$ cat config.mk
export PLATFORM = sky130hd
export DESIGN_NAME = mtg_ctrl
export DESIGN_NICKNAME = d
export VERILOG_FILES = /design/src/hdl/mtg_pkg.sv /design/src/hdl/mtg_ctrl.sv
export SDC_FILE = /design/constraint.sdc
export NUM_CORES = 1
export LEC_CHECK = 0
export ABC_AREA = 0
export BUFFER_PORTS_ARGS = -buffer_cell sky130_fd_sc_hd__buf_2
export CAP_MARGIN = 40
export CORE_MARGIN = 1
export CORE_UTILIZATION = 25
export DETAILED_ROUTE_END_ITERATION = 10
export PLACE_DENSITY = 0.59
export SLEW_MARGIN = 15
export SYNTH_ARGS = -nofsm -noshare
export SYNTH_HDL_FRONTEND = slang
export SYNTH_SLANG_ARGS = --single-unit
export TNS_END_PERCENT = 1
$ cat constraint.sdc
create_clock -name clk -period 1.1 [get_ports clk]
set_input_delay 0.11 -clock clk [delete_from_list [all_inputs] [get_ports clk]]
set_output_delay 0.11 -clock clk [all_outputs]
set_load 0.01 [all_outputs]
$ cat src/hdl/mtg_pkg.sv
package mtg_pkg;

  localparam int TABLE_DEPTH  = 624;
  localparam int TWIST_OFFSET = 397;
  localparam int WORD_W       = 32;
  localparam int IDX_W        = $clog2(TABLE_DEPTH + 1);

  typedef logic [IDX_W-1:0]  idx_t;
  typedef logic [WORD_W-1:0] word_t;

  localparam word_t MT_MATRIX    = 32'h9908B0DF;
  localparam word_t MT_INIT_MULT = 32'd1812433253;
  localparam word_t MT_TEMPER_B  = 32'h9D2C5680;
  localparam word_t MT_TEMPER_C  = 32'hEFC60000;

  localparam idx_t IDX_DEPTH  = idx_t'(TABLE_DEPTH);
  localparam idx_t IDX_LAST   = idx_t'(TABLE_DEPTH - 1);
  localparam idx_t IDX_LAST2  = idx_t'(TABLE_DEPTH - 2);
  localparam idx_t IDX_OFFSET = idx_t'(TWIST_OFFSET);
  localparam idx_t IDX_WRAP   = idx_t'(TABLE_DEPTH - TWIST_OFFSET);

  localparam logic REQ_SEED = 1'b0;
  localparam logic REQ_NEXT = 1'b1;

  // commands from the controller, one step per cycle; a done flag rides with the last step
  typedef struct packed {
    logic load_seed;
    logic seed_mul;
    logic seed_add;
    logic seed_done;
    logic tw_start;
    logic tw_first;
    logic tw_far;
    logic tw_step;
    logic tw_done;
    logic out_read;
    logic out_word;
    logic out_unseeded;
  } mtg_cmd_t;

  typedef struct packed {
    logic seeded;
    logic idx_full;
    logic k_last;
  } mtg_sts_t;

endpackage

$ cat src/hdl/mtg_ctrl.sv
module mtg_ctrl import mtg_pkg::*; (
  input  logic      clk,
  input  logic      rst,
  input  logic      start,
  input  logic      req_type,
  input  mtg_sts_t  sts,
  output mtg_cmd_t  cmd,
  output logic      busy,
  output logic      strobe
);

  typedef enum logic [3:0] {
    IDLE,
    SEED_MUL,
    SEED_ADD,
    TW_START,
    TW_FIRST,
    TW_FAR,
    TW_STEP,
    OUT_READ,
    OUT_WORD
  } state_t;

  state_t state;
  state_t state_next;
  logic   accept;

  assign busy   = (state != IDLE);
  assign accept = start && (state == IDLE);

  always_comb begin
    cmd        = '0;
    state_next = state;
    case (state)
      IDLE: begin
        if (accept) begin
          if (req_type == REQ_SEED) begin
            cmd.load_seed = 1'b1;
            state_next    = SEED_MUL;
          end else if (!sts.seeded) begin
            cmd.out_unseeded = 1'b1;
          end else if (sts.idx_full) begin
            state_next = TW_START;
          end else begin
            state_next = OUT_READ;
          end
        end
      end
      SEED_MUL: begin
        cmd.seed_mul = 1'b1;
        state_next   = SEED_ADD;
      end
      SEED_ADD: begin
        cmd.seed_add = 1'b1;
        if (sts.k_last) begin
          cmd.seed_done = 1'b1;
          state_next    = IDLE;
        end else begin
          state_next = SEED_MUL;
        end
      end
      TW_START: begin
        cmd.tw_start = 1'b1;
        state_next   = TW_FIRST;
      end
      TW_FIRST: begin
        cmd.tw_first = 1'b1;
        state_next   = TW_FAR;
      end
      TW_FAR: begin
        cmd.tw_far = 1'b1;
        state_next = TW_STEP;
      end
      TW_STEP: begin
        cmd.tw_step = 1'b1;
        if (sts.k_last) begin
          cmd.tw_done = 1'b1;
          state_next  = OUT_READ;
        end else begin
          state_next = TW_FAR;
        end
      end
      OUT_READ: begin
        cmd.out_read = 1'b1;
        state_next   = OUT_WORD;
      end
      OUT_WORD: begin
        cmd.out_word = 1'b1;
        state_next   = IDLE;
      end
      default: begin
        state_next = IDLE;
      end
    endcase
  end

  always_ff @(posedge clk) begin
    if (rst) begin
      state  <= IDLE;
      strobe <= 1'b0;
    end else begin
      state  <= state_next;
      strobe <= cmd.out_word || cmd.out_unseeded;
    end
  end

  a_seed_goes_busy: assert property (@(posedge clk) disable iff (rst)
    (start && !busy && (req_type == REQ_SEED)) |=> busy)
    else $error("seed transfer did not start the fill");

  a_unseeded_fast: assert property (@(posedge clk) disable iff (rst)
    (start && !busy && (req_type == REQ_NEXT) && !sts.seeded) |=> (strobe && !busy))
    else $error("unseeded request did not answer next cycle");

  a_strobe_source: assert property (@(posedge clk) disable iff (rst)
    strobe |-> $past(cmd.out_word || cmd.out_unseeded))
    else $error("result strobe without a result load");

  a_twist_then_read: assert property (@(posedge clk) disable iff (rst)
    cmd.tw_done |=> cmd.out_read)
    else $error("twist end not followed by the word read");

endmodule

==> results.toml, run 1 <==
[sta]
period_share_pct = 126.0
tightestPinTransition_ns = 0.2746
setup_violations = 16
clock_skew_ns = 0.0003982
holdWs_ns = 0.1366
fin_crit_ns = 1.385
final_hold_viol_count = 0
layout_setup_ws_ns = -0.2855
fmax_mhz = 721.8
rsz0062_at_grt = "yes"
relSlewSlack_pct = 81.55
slew_viol_final = 0

[place]
dp_hpwl_um = 733.1
placed_cell_area_um2 = 548.0
gp_congestion = 0.8112
numPortBuffers = 20

[layout]
fin_nets = 90
fill_cells = 134
antenna_cells = 0
area_growth_pct = 97.24
final_area_um2 = 715.7
drive_gt1_share_pct = 70.73

[clocking]
cts.sink_count = 5
clockRootBuffer = "clkbuf_4"
cts_tree = "done"
clock_latency_ns = 0.24
hold_buffers = 0
clk_pin_slew_ns = 0.04
h-tree-depth = 1
cts_buffers = 3
cts.path.max_buffers = 2

[synth]
ys_warn_count = 0
yosysTopAreaCellShare_pct = 27.59
yosysSeqAreaShare_pct = 27.59
synth_flop_cell = "dfxtp_1"
ys_types = 24
ys_async_sr_fraction_pct = 0
synth.most_common_cell = "nor2_1"
synth_area_leader_cell = "dfxtp_1"
synth_edf_count = 0
netlist_instances = 46
ys_ff_latch = 5
synth_fp_nets = 53
synthTopCellsByArea = "dfxtp_1 (28%), nand2b_1 (6.9%), nor3_1 (6.9%)"
avgSynthCellArea_um2 = 7.888
synth_area_um2 = 362.8
synth_common_cells = "nor2_1 (6), dfxtp_1 (5), nor3_1 (5)"

[detailed_routing]
drt_first_iter_violations = 1
drtAntennaViolNets = 0
routed_wl_mm = 1.083
drc_errors = 0
viasPerCell = 4.928
vias = 478
wl_per_cell_um = 11.16
dr.pass1.iters = 3

[floorplanning]
rows = 13
initial_core_util_pct = 27.54
core-area_um2 = 1318
die_h_um = 40.10
num_io_pins = 21
die_w_um = 40.10
die_area_um2 = 1608

[global_route]
grt_use_total_pct = 16.36
grt_overflow = 0
grt_pass1_wl_mm = 1.773
antenna_found_initial = 0
grt_pass1_vias = 439
grt_max_degree = 11

[critical_path]
crit_fanout = 7
startpoint_type = "flip-flop"
regToRegSetupSlack_ns = -0.23
end_kind = "output port"
required_ns = 0.99
critPathKind = "flip-flop to output port"
arrival_ns = 1.28

[run_status]
violations = "setup timing"
outcome = "finished, violations left"

[flow_run]
max_cap_violations = 0

[power]
power.density_nw_per_um2 = 1245
power_w = 0.0008911
ir_drop_v = 0.0008144
p_leak_nw = 0.3421

[min_path]
worstHoldPathType = "input port to flip-flop"
[sequential cells by signal, summed over array words and instances (netlist names)]
signal / flops
state: 4
strobe: 1
[routing by layer]
metal	track usage (%)	vias to the layer above	share of wire, %
li1	-	239	-
met5	0	-	0
met3	5.000	0	7.7
met1	18.00	218	38
met2	31.85	21	55
met4	0	0	0
[worst paths after layout]
| path | startpoint | to | cells after the start |
|---|---|---|---|
| worst min register to register | state[3]$_SDFFE_PP0P_ | state[2]$_SDFFE_PP0P_ | 2 |
| worst max register to register | state[1]$_SDFFE_PP0P_ | strobe$_SDFF_PP0_ | 5 |
| worst min-delay path | rst | state[0]$_SDFFE_PP0P_ | 2 |
| worst max-delay path | state[1]$_SDFFE_PP0P_ | busy | 4 |
[logic make-up after synthesis]
group,share of synthesized area [%]
buf+inv,10.69
compound gates,15.86
xor+xnor,2.414
simple gates,43.45
flops,27.59
[cell type report]
class                   instances  area (um^2)  share of cell area, %
multi-input cells              35        311.5                  43.53
clock buffers                   4        26.28                  3.671
repair buffers                 36        241.5                  33.74
well taps                      15        18.77                  2.622
inverters                       2        7.507                  1.049
flip-flops and latches          5        110.1                  15.38
[through the flow]
step                      TNS, ns  worst slack, ns  instances  util [%]
after global routing       -4.106          -0.3634         97     54.32
after floorplan           -0.5837          -0.1636         46         -
after detailed placement   -1.170          -0.2353         90     41.60
after CTS                  -3.079          -0.2576         97     50.52
final                      -2.881          -0.2855         97     54.32
after global placement     -1.022          -0.1716         90     41.60
[power by group]
group | leakage [nW] | switching, W | internal [W] | total (W)
Sequential | 0.0431 | 0.0000353 | 0.000204 | 0.000239
Combinational | 0.284 | 0.000196 | 0.000244 | 0.000440
Clock | 0.0150 | 0.0000742 | 0.000137 | 0.000211
[critical path, stage by stage (launching register included)]
cell	delay [ns]
dfxtp_4	0.36
nor4_4	0.32
inv_1	0.11
buf_4	0.15
buf_6	0.11
[placed cells by master, fill, tap and decap left out, types with 3 or more instances in the layout]
cell and n:
buf_6 5, clkbuf_4 3, buf_4 12, nor3_2 4, buf_2 19, nor2_1 5
[timing repair]
action | in CTS | in global routing
setup endpoints to repair | 17 | 17
buffers inserted | 3 | 0
resized for setup | 17 | 11
pin swaps | 3 | 4
(Power assumes the default switching activity.)
==> run 2, diff against run 1 <==
- CORE_ASPECT_RATIO: not set -> 1.1
==> run 2 against run 1 <==
Effect of this change:
- the run still ends with setup timing left
- via count decreased by 2.5%
- routed wire length decreased by 2.4%
- non-clock buffer count decreased by 3
- critical path depth unchanged
- register-to-register slack improved by 0.09 ns
- sequential power about the same
- maximum frequency increased by 2.1%
- global-route usage decreased by 0.17 points
- sequential share of layout area decreased by 0.054 points
- largest cell class unchanged
- clock skew increased by 0.0027 ns
- die area about the same
- hold slack got worse by 0.0025 ns
- critical endpoint is now cmd[6]
==> results.toml, run 2 (synthesis gave the netlist of run 1 again) <==
[run_status]
outcome = "finished, violations left"
violations = "setup timing"

[sta]
final_hold_viol_count = 0
layout_setup_ws_ns = -0.2569
rsz0062_at_grt = "yes"
tightestPinTransition_ns = 0.3051
period_share_pct = 123.4
relSlewSlack_pct = 79.61
slew_viol_final = 0
clock_skew_ns = 0.003099
fin_crit_ns = 1.357
fmax_mhz = 737.0
setup_violations = 17

[clocking]
cts_buffers = 3
hold_buffers = 0
cts_tree = "done"
clockRootBuffer = "clkbuf_4"
clk_pin_slew_ns = 0.04
cts.path.max_buffers = 2
h-tree-depth = 1
clock_latency_ns = 0.25
cts.sink_count = 5

[layout]
top_regs = "state: 4 flops, strobe: 1 flops"
fin_nets = 87
final_area_um2 = 718.2
fill_cells = 123
drive_gt1_share_pct = 69.62
utilization_pct = 52.56
antenna_cells = 0
largest_reg_flops = 4
top_register = "state"
final_common_cell = "buf_2"
area_growth_pct = 97.93
mostFrequentLayoutCells = "buf_2 (19), buf_4 (7), buf_6 (6)"

[detailed_routing]
drc_errors = 0
drtAntennaViolNets = 0
wl_per_cell_um = 11.13
dr.pass1.iters = 4
drt_first_iter_violations = 15
vias = 466
viasPerCell = 4.905
routed_wl_mm = 1.057

[global_route]
grt_overflow = 0
grt_pass1_wl_mm = 1.766
grt_use_total_pct = 16.19
antenna_found_initial = 0
grt_pass1_vias = 434
grt_max_degree = 12

[critical_path]
crit_fanout = 6
required_ns = 0.99
startpoint_type = "flip-flop"
critPathKind = "flip-flop to output port"
arrival_ns = 1.25
end_kind = "output port"

[floorplanning]
initial_core_util_pct = 26.56
core-area_um2 = 1366
die_w_um = 38.33
die_h_um = 41.96
die_area_um2 = 1608
num_io_pins = 21
rows = 14

[place]
dp_hpwl_um = 763
placed_cell_area_um2 = 526.8
place_ws_ns = -0.2310
gp_congestion = 0.8416
numPortBuffers = 20

[power]
ir_drop_v = 0.0004705
p_leak_nw = 0.3314
power.density_nw_per_um2 = 1186
power_w = 0.0008519

[flow_run]
max_cap_violations = 0

[min_path]
worstHoldPathType = "input port to flip-flop"
## run 2: cell types whose count changed in the layout (fill, tap and decap cells not counted), sizes merged
cell | previous run | this run
buf | 36 | 33
## run 2: cell type report
class                   count  area, um^2  area share [%]
multi-input cells          35       324.1           45.12
repair buffers             33       230.2           32.06
flip-flops and latches      5       110.1           15.33
clock buffers               4       26.28           3.659
well taps                  16       20.02           2.787
inverters                   2       7.507           1.045
## run 2: through the flow
step	hold WS [ns]	TNS, ns	cells
finish	0.1340	-2.642	95
global route	0.1432	-3.727	95
CTS	0.1029	-2.928	94
detailed placement	0.3760	-0.7708	88
global placement	0.3732	-0.6350	88
floorplan	0.1835	-0.5837	46
## run 2: layer usage
layer	wire length (um)	vias up	global-route usage [%]
met5	0	-	0
met2	536	8	23.05
met3	45	5	6.417
met1	441	222	19.40
met4	34	0	10.71
li1	-	231	-
## run 2: final timing paths
| kind | cells past startpoint | end | slack [ns] | from |
|---|---|---|---|---|
| max | 4 | cmd[6] | -0.26 | state[1]$_SDFFE_PP0P_ |
| min | 2 | state[2]$_SDFFE_PP0P_ | 0.13 | rst |
| max reg2reg | 3 | state[2]$_SDFFE_PP0P_ | -0.14 | state[1]$_SDFFE_PP0P_ |
| min reg2reg | 2 | state[2]$_SDFFE_PP0P_ | 0.61 | state[3]$_SDFFE_PP0P_ |
## run 2: critical path: stages (launching register included)
cell and delay, ns:
dfxtp_4 0.37, buf_6 0.13, or2b_1 0.24, nor3_2 0.10, buf_2 0.15
## run 2: repair_timing
action	4_1_cts	5_1_grt
resized for setup	18	13
buffers inserted	2	1
hold endpoints to repair	0	0
setup endpoints to repair	17	17
gates cloned	0	0
pin swaps	7	3
## run 2: where the power goes
group	internal [W]	switching [W]	leakage [nW]
logic	0.000207	0.000186	0.273
registers	0.000204	0.0000347	0.0431
clock network	0.000138	0.0000831	0.0150
total	0.000548	0.000304	0.331
